$ cat config.mk
export PLATFORM = sky130hd
export DESIGN_NAME = serpent_ctrl
export DESIGN_NICKNAME = d
export VERILOG_FILES = /design/src/rtl/serpent_pkg.sv /design/src/rtl/serpent_ctrl.sv
export SDC_FILE = /design/constraint.sdc
export NUM_CORES = 1
export LEC_CHECK = 0
export BUFFER_PORTS_ARGS = -buffer_cell sky130_fd_sc_hd__buf_2
export CAP_MARGIN = 40
export CORE_UTILIZATION = 53
export DETAILED_ROUTE_END_ITERATION = 8
export HOLD_SLACK_MARGIN = 0.15
export PLACE_DENSITY = 0.82
export RECOVER_POWER = 100
export SYNTH_ARGS = -nofsm -noshare
export SYNTH_HDL_FRONTEND = slang
export SYNTH_SLANG_ARGS = --single-unit
$ cat constraint.sdc
create_clock -name i_clk -period 2.7 [get_ports i_clk]
set_input_delay 0.54 -clock i_clk [delete_from_list [all_inputs] [get_ports i_clk]]
set_output_delay 0.54 -clock i_clk [all_outputs]
set_load 0.005 [all_outputs]
$ cat src/rtl/serpent_pkg.sv
// serpent cipher package: payload types, state enums, s-box and linear transform functions
// no dependencies
package serpent_pkg;

    localparam int unsigned NumKeys = 33;
    localparam int unsigned NumRounds = 32;
    localparam int unsigned KeyWords = 132;
    localparam logic [31:0] Phi = 32'h9e3779b9;

    localparam logic [2:0] RegKeySize = 3'd0;
    localparam logic [2:0] RegKey01 = 3'd1;
    localparam logic [2:0] RegKey23 = 3'd2;
    localparam logic [2:0] RegKey45 = 3'd3;
    localparam logic [2:0] RegKey67 = 3'd4;

    localparam logic KindEnc = 1'b0;
    localparam logic KindDec = 1'b1;

    typedef struct packed {
        logic        kind;
        logic [63:0] block_lo;
        logic [63:0] block_hi;
    } t_in;

    typedef struct packed {
        logic [63:0] result_lo;
        logic [63:0] result_hi;
    } t_out;

    typedef enum logic [2:0] {
        t_st_init,
        t_st_prekey,
        t_st_keygen,
        t_st_idle,
        t_st_load,
        t_st_round,
        t_st_done
    } t_state;

    // commands from controller to datapath
    typedef struct packed {
        logic       kgen_start;  // reset prekey window from key registers
        logic       kgen_word;   // produce one prekey word
        logic       kgen_store;  // write one round key
        logic [5:0] kidx;        // round key index
        logic       load;        // capture input block
        logic       rnd;         // run one round
        logic [5:0] rnd_idx;     // round number
        logic       fin;         // final key mixing
    } t_cmd;

    typedef logic [3:0] t_sbox [16];

    // one s-box per row, entry v in nibble v
    function automatic logic [3:0] sbox_fwd(input logic [2:0] b, input logic [3:0] v);
        logic [63:0] row;
        unique case (b)
            3'd0: row = 64'hc90724de_b56a1f83;
            3'd1: row = 64'h43d68eb1_a50972cf;
            3'd2: row = 64'h25b04e1d_fac39768;
            3'd3: row = 64'he57a421d_369c8bf0;
            3'd4: row = 64'hd7e9a452_6b0c38f1;
            3'd5: row = 64'h176d8e30_c9a4b25f;
            3'd6: row = 64'h0a3df19e_b6485c27;
            default: row = 64'h6539ac47_b28e0fd1;
        endcase
        return row[{v, 2'b00} +: 4];
    endfunction

    function automatic logic [3:0] sbox_inv(input logic [2:0] b, input logic [3:0] v);
        logic [3:0] o;
        o = 4'd0;
        for (int t = 0; t < 16; t++) begin
            if (sbox_fwd(b, 4'(t)) == v) begin
                o = 4'(t);
            end
        end
        return o;
    endfunction

    // bitsliced s-box over four words
    function automatic logic [127:0] sbox_slice(input logic [127:0] x, input logic [2:0] b,
                                                input logic inv);
        logic [127:0] y;
        logic [3:0] v;
        logic [3:0] o;
        y = '0;
        for (int j = 0; j < 32; j++) begin
            v = {x[96 + j], x[64 + j], x[32 + j], x[j]};
            o = inv ? sbox_inv(b, v) : sbox_fwd(b, v);
            y[j] = o[0];
            y[32 + j] = o[1];
            y[64 + j] = o[2];
            y[96 + j] = o[3];
        end
        return y;
    endfunction

    function automatic logic [31:0] rol(input logic [31:0] x, input int n);
        return (x << n) | (x >> (32 - n));
    endfunction

    function automatic logic [127:0] lt_fwd(input logic [127:0] x);
        logic [31:0] a, b, c, d;
        a = x[31:0]; b = x[63:32]; c = x[95:64]; d = x[127:96];
        a = rol(a, 13); c = rol(c, 3);
        b = b ^ a ^ c; d = d ^ c ^ (a << 3);
        b = rol(b, 1); d = rol(d, 7);
        a = a ^ b ^ d; c = c ^ d ^ (b << 7);
        a = rol(a, 5); c = rol(c, 22);
        return {d, c, b, a};
    endfunction

    function automatic logic [127:0] lt_inv(input logic [127:0] x);
        logic [31:0] a, b, c, d;
        a = x[31:0]; b = x[63:32]; c = x[95:64]; d = x[127:96];
        c = rol(c, 10); a = rol(a, 27);
        c = c ^ d ^ (b << 7); a = a ^ b ^ d;
        d = rol(d, 25); b = rol(b, 31);
        d = d ^ c ^ (a << 3); b = b ^ a ^ c;
        c = rol(c, 29); a = rol(a, 19);
        return {d, c, b, a};
    endfunction

endpackage

$ cat src/rtl/serpent_ctrl.sv
// serpent controller: key schedule sequencing and round sequencing
// depends on serpent_pkg
module serpent_ctrl (
    input  logic                i_clk,
    input  logic                i_rst_n,
    input  logic                i_rekey,
    input  logic                i_in_valid,
    output logic                o_in_ready,
    output logic                o_out_valid,
    input  logic                i_out_ready,
    input  logic                i_kind,
    output serpent_pkg::t_cmd   o_cmd
);

    serpent_pkg::t_state r_state, n_state;
    logic [5:0] r_cnt, n_cnt;
    logic [1:0] r_sub, n_sub;
    logic       r_kind, n_kind;
    logic       r_pend, n_pend;

    // next state
    always_comb begin
        n_state = r_state;
        n_cnt = r_cnt;
        n_sub = r_sub;
        n_kind = r_kind;
        n_pend = r_pend | i_rekey;
        unique case (r_state)
            serpent_pkg::t_st_init: begin
                n_state = serpent_pkg::t_st_prekey;
                n_cnt = '0;
                n_sub = '0;
                n_pend = 1'b0;
            end
            serpent_pkg::t_st_prekey: begin
                n_state = serpent_pkg::t_st_keygen;
            end
            serpent_pkg::t_st_keygen: begin
                n_sub = r_sub + 2'd1;
                if (r_sub == 2'd3) begin
                    if (r_cnt == 6'(serpent_pkg::NumKeys - 1)) begin
                        n_state = serpent_pkg::t_st_idle;
                    end
                    n_cnt = r_cnt + 6'd1;
                end
            end
            serpent_pkg::t_st_idle: begin
                if (r_pend || i_rekey) begin
                    n_state = serpent_pkg::t_st_init;
                end else if (i_in_valid) begin
                    n_state = serpent_pkg::t_st_round;
                    n_kind = i_kind;
                    n_cnt = '0;
                end
            end
            serpent_pkg::t_st_load: begin
                n_state = serpent_pkg::t_st_round;
            end
            serpent_pkg::t_st_round: begin
                n_cnt = r_cnt + 6'd1;
                if (r_cnt == 6'(serpent_pkg::NumRounds)) begin
                    n_state = serpent_pkg::t_st_done;
                end
            end
            serpent_pkg::t_st_done: begin
                if (i_out_ready) begin
                    n_state = serpent_pkg::t_st_idle;
                end
            end
            default: n_state = serpent_pkg::t_st_init;
        endcase
    end

    // outputs
    always_comb begin
        o_cmd = '0;
        o_in_ready = 1'b0;
        o_out_valid = 1'b0;
        o_cmd.kidx = r_cnt;
        unique case (r_state)
            serpent_pkg::t_st_prekey: o_cmd.kgen_start = 1'b1;
            serpent_pkg::t_st_keygen: begin
                o_cmd.kgen_word = 1'b1;
                o_cmd.kgen_store = (r_sub == 2'd3);
            end
            serpent_pkg::t_st_idle: begin
                o_in_ready = !(r_pend || i_rekey);
                o_cmd.load = o_in_ready && i_in_valid;
            end
            serpent_pkg::t_st_round: begin
                o_cmd.fin = (r_cnt == 6'(serpent_pkg::NumRounds));
                o_cmd.rnd = !o_cmd.fin;
                o_cmd.rnd_idx = r_kind ? 6'(serpent_pkg::NumRounds - 1) - r_cnt : r_cnt;
            end
            serpent_pkg::t_st_done: o_out_valid = 1'b1;
            default: ;
        endcase
    end

    always_ff @(posedge i_clk) begin
        if (!i_rst_n) begin
            r_state <= serpent_pkg::t_st_init;
            r_cnt <= '0;
            r_sub <= '0;
            r_kind <= 1'b0;
            r_pend <= 1'b0;
        end else begin
            r_state <= n_state;
            r_cnt <= n_cnt;
            r_sub <= n_sub;
            r_kind <= n_kind;
            r_pend <= n_pend;
        end
    end

endmodule

==> results of run 1 <==
## through the flow
stage | cell area, sq um | cells | hold WS, ns | utilization [%]
6_report | 968.4 | 144 | 0.4729 | 63.55
5_1_grt | 968.4 | 144 | 0.4867 | 63.55
4_1_cts | 999.7 | 144 | 0.4771 | 65.60
3_5_place_dp | 972.2 | 140 | 0.4658 | 63.79
3_3_place_gp | 972.2 | 140 | 0.4437 | 63.79
2_1_floorplan | 872.1 | 104 | 0.4356 | -
## worst reg2reg max path, cell delays in order (launching register included)
cell	delay [ns]
dfxtp_1	0.53
nor2b_1	0.35
nand3_4	0.13
a32oi_1	0.56
a311oi_1	0.18
## how the worst max path moves through the flow
stage	start	endpoint	slack (ns)	cells after the start
after floorplan	i_rekey	o_cmd[8]	1.11	3
after global placement	r_state[0]	o_cmd[7]	0.86	4
after detailed placement	r_state[0]	o_cmd[7]	0.83	4
after CTS	r_state[0]	o_cmd[7]	0.50	4
after global routing	r_state[0]	o_cmd[7]	0.44	4
final	r_state[0]	o_cmd[7]	0.55	4
## area by class of cell
type                       instances  area, sq um
timing repair buffer              25        122.6
inverter                           9        33.78
tap                               16        20.02
multi-input combinational         77        504.2
fill                             140        555.5
clock inverter                     1        5.005
sequential                        13        260.3
clock buffer                       3        22.52
## cell usage after synthesis, drive strengths merged
| cell type | instances |
|---|---|
| o21ai | 7 |
| inv | 9 |
| and3 | 1 |
| and2 | 1 |
| buf | 4 |
| a41o | 1 |
| nor2 | 12 |
| clkbuf | 1 |
| nand3 | 5 |
| xnor2 | 5 |
| nand2b | 2 |
| o311a | 1 |
| nand4bb | 1 |
| nand2 | 9 |
| nand3b | 3 |
| a31o | 1 |
| mux2i | 3 |
| a311oi | 1 |
| a32oi | 1 |
| a21oi | 7 |
| nor2b | 5 |
| ha | 3 |
| dfxtp | 13 |
| a211oi | 1 |
| nor3 | 1 |
| and4 | 1 |
| a31oi | 4 |
| nand4 | 1 |
## logic make-up (layout without fill, tap and decap cells)
group	after synthesis	after routing
xor gates and xnor gates	5	5
and+or+nand+nor	42	42
AOI/OAI and AO/OA	24	24
DFF	13	13
adders and majority gates	3	3
muxes	3	3
buffers and inverters	14	38
## registers in the layout (all words and copies together), names as in the netlist
register  cells
r_kind        1
r_sub         2
r_cnt         6
r_state       3
r_pend        1
## metal layers
| layer | vias to the layer above | track usage (%) | share of wire, % |
|---|---|---|---|
| li1 | 408 | - | - |
| met1 | 373 | 32.55 | 48 |
| met2 | 20 | 33.54 | 47 |
| met3 | 4 | 2.586 | 4.0 |
| met4 | 0 | 9.375 | 1.2 |
| met5 | - | 0 | 0 |
## power by group through the flow
stage | clock [mW] | sequential (mW) | combinational, mW
detailed placement | 0 | 0.219 | 0.0752
floorplan | 0 | 0.208 | 0.0742
global placement | 0 | 0.219 | 0.0739
finish | 0.126 | 0.215 | 0.0645
global route | 0.136 | 0.217 | 0.0714
CTS | 0.127 | 0.216 | 0.0757
==> summary.md, run 1 <==
| Metric | Value |
|---|---|
| Pwr Total | just over 0.4 mW |
| Hold Path Origin | r_sub[1] |
| Worst-Skew Late Latency | about 0.28 ns |
| YS warnings | 0 |
| GRT Util Overall | between 20% and 30% |
| Startpoint Class | flip-flop |
| Yosys top cell area share | slightly below 30% |
| FF-to-FF setup slack | 0.82 ns |
| P&R area growth vs syn | 11.05% |
| Post-synthesis mux area share | roughly 3.4% |
| Initial antenna violation count | 0 |
| Port Buffers | 25 |
| H-Tree Depth | 1 |
| First-pass GRT wire length | around 3200 microns |
| FF-to-FF End | r_cnt[2] |
| Leakage power figure | ~0.47 nW |
| DP HPWL | about 1400 microns |
| Post-synth cell types | 35 |
| Ant diodes | 0 |
| Initial core utilization | 57.22% |
| Vias/cell | around 5.6 |
| Synth Instances | 104 |
| Hold path depth | 2 |
| Fin Setup TNS | 0 ns |
| Vert. Die Dim | around 43 microns |
| WP buf/inv | 2 |
| Yosys reg bits | 13 |
| Clock power frac | between 30% and 40% |
| Commonest non-fill, non-tap cell in the layout | buf_2 |
| Skew final | 0.004623 ns |
| First DRT Iteration DRCs | 21 |
| Largest net degree at the start of global routing | 14 |
| Syn_area_per_cell | approximately 8.4 sq um |
| Worst slew margin | 58.75% |
| CTS tree | built |
| Post-Synth Simple-Gate Area | 28.55% |
| # DRC | 0 |
| Core footprint | 1524 sq um |
| R2r worst-path depth | 4 |
| Die ar. | ~1800 sq um |
| Routed WL per cell | between 10 and 15 microns |
| Period utilization | 79.53% |
| Cell Pwr Density | around 420 nW/um^2 |
| ANT nets after route | 0 |
| Worst flop-to-flop path startpoint | r_state[1] |
| Die width | roughly 43 microns |
| Worst-path cell chain | nand3b_4, a41o_1, inv_1, buf_2 |
| P_int | 0.2817 mW |
| Top Family by Delay on Critical Path | flip-flops |
| Post-CTS Setup Inserts | 0 |
| Largest family of logic cells by synthesized area | simple AND/OR/NAND/NOR gates |
| CTS sink cnt | 13 |
| Post-CTS sizing | 0 |
| Via count | between 800 and 900 |
| Worst EP arrival | 1.61 ns |
| Gr ovfl total | 0 |
| I/O pins | 26 |
| WL final | roughly 1900 microns |
| Pins Over Slew Limit | 0 |
| Sequential share of power | 53.1% |
| Adder-cell share of the synthesized area | 4.304% |
| Max incr delay on CP | ~0.63 ns |
| RSZ-0062 raised after global routing | no |
| Clk pin slew, worst setup/hold paths | 0.08 ns |
| Drt pass-1 iters | 4 |
| Max cap viols | 0 |
| Num CTS Buffers | 3 |
| Largest area contributor in the netlist | dfxtp_1 |
| Post-synthesis sequential area ratio | 29.84% |
| Top post-synthesis cells by area | dfxtp_1, xnor2_1, nor2_1, ha_1, a21oi_1 |
| Required @ worst endpoint | 2.16 ns |
| Synth Area in XOR/XNOR | about 5% |
| Vias in the first global route | 683 |
| Logic pwr share | between 10% and 20% |
| Final Hold Viols | 0 |
| Number of setup violations in the final report | 0 |
| Worst VDD drop | approximately 0.28 mV |
| Period minus WS final | between 2 and 2.5 ns |
| Hold Buf Count CTS | 0 |
| Max clock buf depth | 2 |
| Crit path max fanout | 13 |
| Worst setup EP type | output port |
| Syn Std Cell Area | ~870 sq um |
| CP max stage cell | dfxtp_1 |
| Status | complete, no violations |
| Peak Freq | 465.7 MHz |
| Fin worst setup slack | between 0.5 and 0.6 ns |
| Layout cells sized above 1 | a little under a quarter |
| Switching share of power | between 30 and 40% |
| Compound-Gate Fraction of Synth Area | around 20% |
| CP Class | flip-flop to output port |
| P_sw | between 0.1 and 0.15 mW |
| Nets | 138 |
| Gpl congestion | between 0.8 and 0.9 |
| Most frequent cells in the layout | buf_2, dfxtp_1, nor2_1 |
| FP Rows | 14 |
| Worst Hold Class | flip-flop to flip-flop |
| Clock root buffer | clkbuf_4 |
| Hold Path End | r_sub[1] |
| Place WS | around 0.83 ns |
| Syn_nets | between 100 and 150 |
| Worst slew pin tran | around 0.62 ns |
(Power assumes the default switching activity.)
==> run 2: changes to the inputs <==
--- a/config.mk
+++ b/config.mk
@@ -7,10 +7,10 @@
 export LEC_CHECK = 0
 export BUFFER_PORTS_ARGS = -buffer_cell sky130_fd_sc_hd__buf_2
 export CAP_MARGIN = 40
-export CORE_UTILIZATION = 53
+export CORE_UTILIZATION = 50
 export DETAILED_ROUTE_END_ITERATION = 8
 export HOLD_SLACK_MARGIN = 0.15
-export PLACE_DENSITY = 0.82
+export PLACE_DENSITY = 0.78
 export RECOVER_POWER = 100
 export SYNTH_ARGS = -nofsm -noshare
 export SYNTH_HDL_FRONTEND = slang
==> constraint.sdc (replaced) <==
create_clock -name i_clk -period 2 [get_ports i_clk]
set_input_delay 0.4 -clock i_clk [delete_from_list [all_inputs] [get_ports i_clk]]
set_output_delay 0.4 -clock i_clk [all_outputs]
set_load 0.005 [all_outputs]
==> run 2 against run 1 <==
  * Global-route usage down 1.0 points
  * Core utilization shrank 1.6 points
  * Clock power up 31%
  * Final cell count is 0.69% higher
  * Cell area shrank 0.26%
  * First-iteration DRC count down 38%
  * Setup slack worse by 0.43 ns
  * Register-to-register slack worse by 0.68 ns
  * Via count is 0.87% lower
  * Critical endpoint is now o_cmd[0]
  * Largest cell class unchanged
  * Highest routed layer unchanged
==> summary.md, run 2 (synthesized netlist as in run 1, its figures left out) <==
| Metric | Value |
|---|---|
| Hold path depth | 3 (+1) |
| H-Tree Depth | 1 (unchanged) |
| Post-CTS Setup Inserts | 0 (unchanged) |
| Drt pass-1 iters | 4 (unchanged) |
| First DRT Iteration DRCs | 13 (-38%) |
| Initial core utilization | 55.94% (-1.3 points) |
| Worst setup EP type | output port |
| Core footprint | 1559 sq um (+2.3%) |
| Register area | 260.3 sq um (unchanged) |
| WL final | 1875 microns (+0.37%) |
| Worst EP arrival | 1.48 ns (-0.13 ns) |
| RSZ-0062 raised after global routing | no |
| Non-Filler Cell Area, Final | 965.9 sq um (-0.26%) |
| Via count | 798 (-0.87%) |
| Worst-Skew Late Latency | 0.28 ns (about the same) |
| Largest net degree at the start of global routing | 13 (-1) |
| Area after DPL | 979.7 sq um (+0.77%) |
| Commonest non-fill, non-tap cell in the layout | buf_2 |
| Peak Freq | 531.6 MHz |
| DP HPWL | 1374 microns (about the same) |
| Status | complete, no violations |
| Worst Hold Class | primary input to flip-flop |
| I/O pins | 26 (unchanged) |
| First-pass GRT wire length | 3029 microns (-3.9%) |
| Pwr Total | 0.5405 mW (+33%) |
| Gr ovfl total | 0 (unchanged) |
| Die ar. | 1915 sq um (+5.7%) |
| Fin Setup TNS | 0 ns (unchanged) |
| Crit path max fanout | 7 (-6) |
| Startpoint Class | flip-flop |
| Max clock buf depth | 2 (unchanged) |
| Biggest regs | r_cnt (6), r_state (3), r_sub (2) |
| CTS sink cnt | 13 (unchanged) |
| Period minus WS final | about 1.9 ns |
| Cell Pwr Density | 559.6 nW/um^2 (+34%) |
| # DRC | 0 (unchanged) |
| GRT Util Overall | 21.51% (-1.0 points) |
| Util after Layout | 61.96% (-1.6 points) |
| Vias/cell | 5.503 (-1.6%) |
| Worst VDD drop | 0.3546 mV (+26%) |
| P&R area growth vs syn | 10.76% |
| Required @ worst endpoint | 1.60 ns (-0.56 ns) |
| Max cap viols | 0 (unchanged) |
| Leakage power figure | 0.4695 nW (+0.45%) |
| Biggest register | r_cnt |
| Ant diodes | 0 (unchanged) |
| Port Buffers | 25 (unchanged) |
| ANT nets after route | 0 (unchanged) |
| CP Class | flip-flop to output port |
| Most frequent cells in the layout | buf_2, dfxtp_1, nor2_1 |
| FF-to-FF setup slack | 0.14 ns (-0.68 ns) |
| Worst slew margin | 59.96% (+1.2 points) |
| CTS tree | built |
| Initial antenna violation count | 0 (unchanged) |
| Layout cells sized above 1 | 22.48% (-0.96 points) |
| Hold Path Origin | i_kind |
| Worst flop-to-flop path startpoint | r_state[1] |
| R2r worst-path depth | 4 (unchanged) |
| Die width | 43.77 microns (+2.8%) |
| Vert. Die Dim | 43.77 microns (+2.8%) |
| Number of setup violations in the final report | 0 (unchanged) |
| Final Hold Viols | 0 (unchanged) |
| Hold Path End | r_kind |
| Clk pin slew, worst setup/hold paths | 0.09 ns (about the same) |
| Worst slew pin tran | 0.6005 ns (-0.01820 ns) |
| Nets | 139 (+0.72%) |
| Skew final | 0.01002 ns (+0.005395 ns) |
| Routed WL per cell | 12.93 microns (-0.32%) |
| FP Rows | 14 (unchanged) |
| Vias in the first global route | 649 (-5.0%) |
| Clock root buffer | clkbuf_4 |
| Number of flip-flops under the largest register name | 6 (unchanged) |
| Multi-input logic area | 499.2 sq um (-0.99%) |
| Period utilization | around 94% |
| Gpl congestion | 0.8680 (+7.6%) |
| Pins Over Slew Limit | 0 (unchanged) |
| FF-to-FF End | r_cnt[2] |
| Num CTS Buffers | 3 (unchanged) |
| Fillers | 156 (+11%) |
-- run 2: repair_timing --
item	4_1_cts	5_1_grt
setup endpoints to repair	0	2
gates resized for setup	0	1
hold buffers	0	0
-- run 2: how the worst max path moves through the flow --
stage | end | slack, ns | depth (start not counted) | start
after floorplan | o_cmd[0] | 0.61 | 4 | r_cnt[0]
after global placement | o_cmd[8] | 0.42 | 5 | i_rekey
after detailed placement | o_cmd[1] | 0.39 | 4 | r_state[0]
after CTS | o_cmd[0] | 0.09 | 5 | r_cnt[0]
after global routing | r_cnt[2] | 0.007 | 4 | r_state[1]
final | o_cmd[0] | 0.12 | 5 | r_cnt[0]
-- run 2: report_power, final --
group / leakage (nW) / switching (mW) / internal [mW] / total, mW
Clock: 0.0150 / 0.0877 / 0.0773 / 0.165
Sequential: 0.105 / 0.0196 / 0.269 / 0.288
Combinational: 0.349 / 0.0475 / 0.0398 / 0.0873
-- run 2: cell type report --
type | instances | share of cell area (%)
multi-input combinational | 77 | 51.68
timing repair buffer | 26 | 13.08
clock buffer | 4 | 2.720
tap | 16 | 2.073
sequential | 13 | 26.94
inverter | 9 | 3.497
-- run 2: layer usage --
metal	global-route usage [%]	up-vias	part of all wire, %
met5	0	-	0
met4	11.25	0	2.0
met3	3.750	4	5.3
met2	32.24	27	45
met1	29.34	357	47
li1	-	410	-
-- run 2: per-stage QoR --
step,hold slack (ns),worst slack (ns),cells
after floorplan,0.4356,0.6085,104
final,0.3649,0.1188,145
after global placement,0.4452,0.4231,141
after global routing,0.3915,0.007470,145
after detailed placement,0.4554,0.3877,141
after CTS,0.3661,0.08685,145
-- run 2: worst max-delay path, cell delays in order, from the launching register on --
cell	delay, ns
dfxtp_1	0.47
inv_1	0.08
ha_1	0.21
and4_1	0.20
nor2b_1	0.13
clkbuf_1	0.10
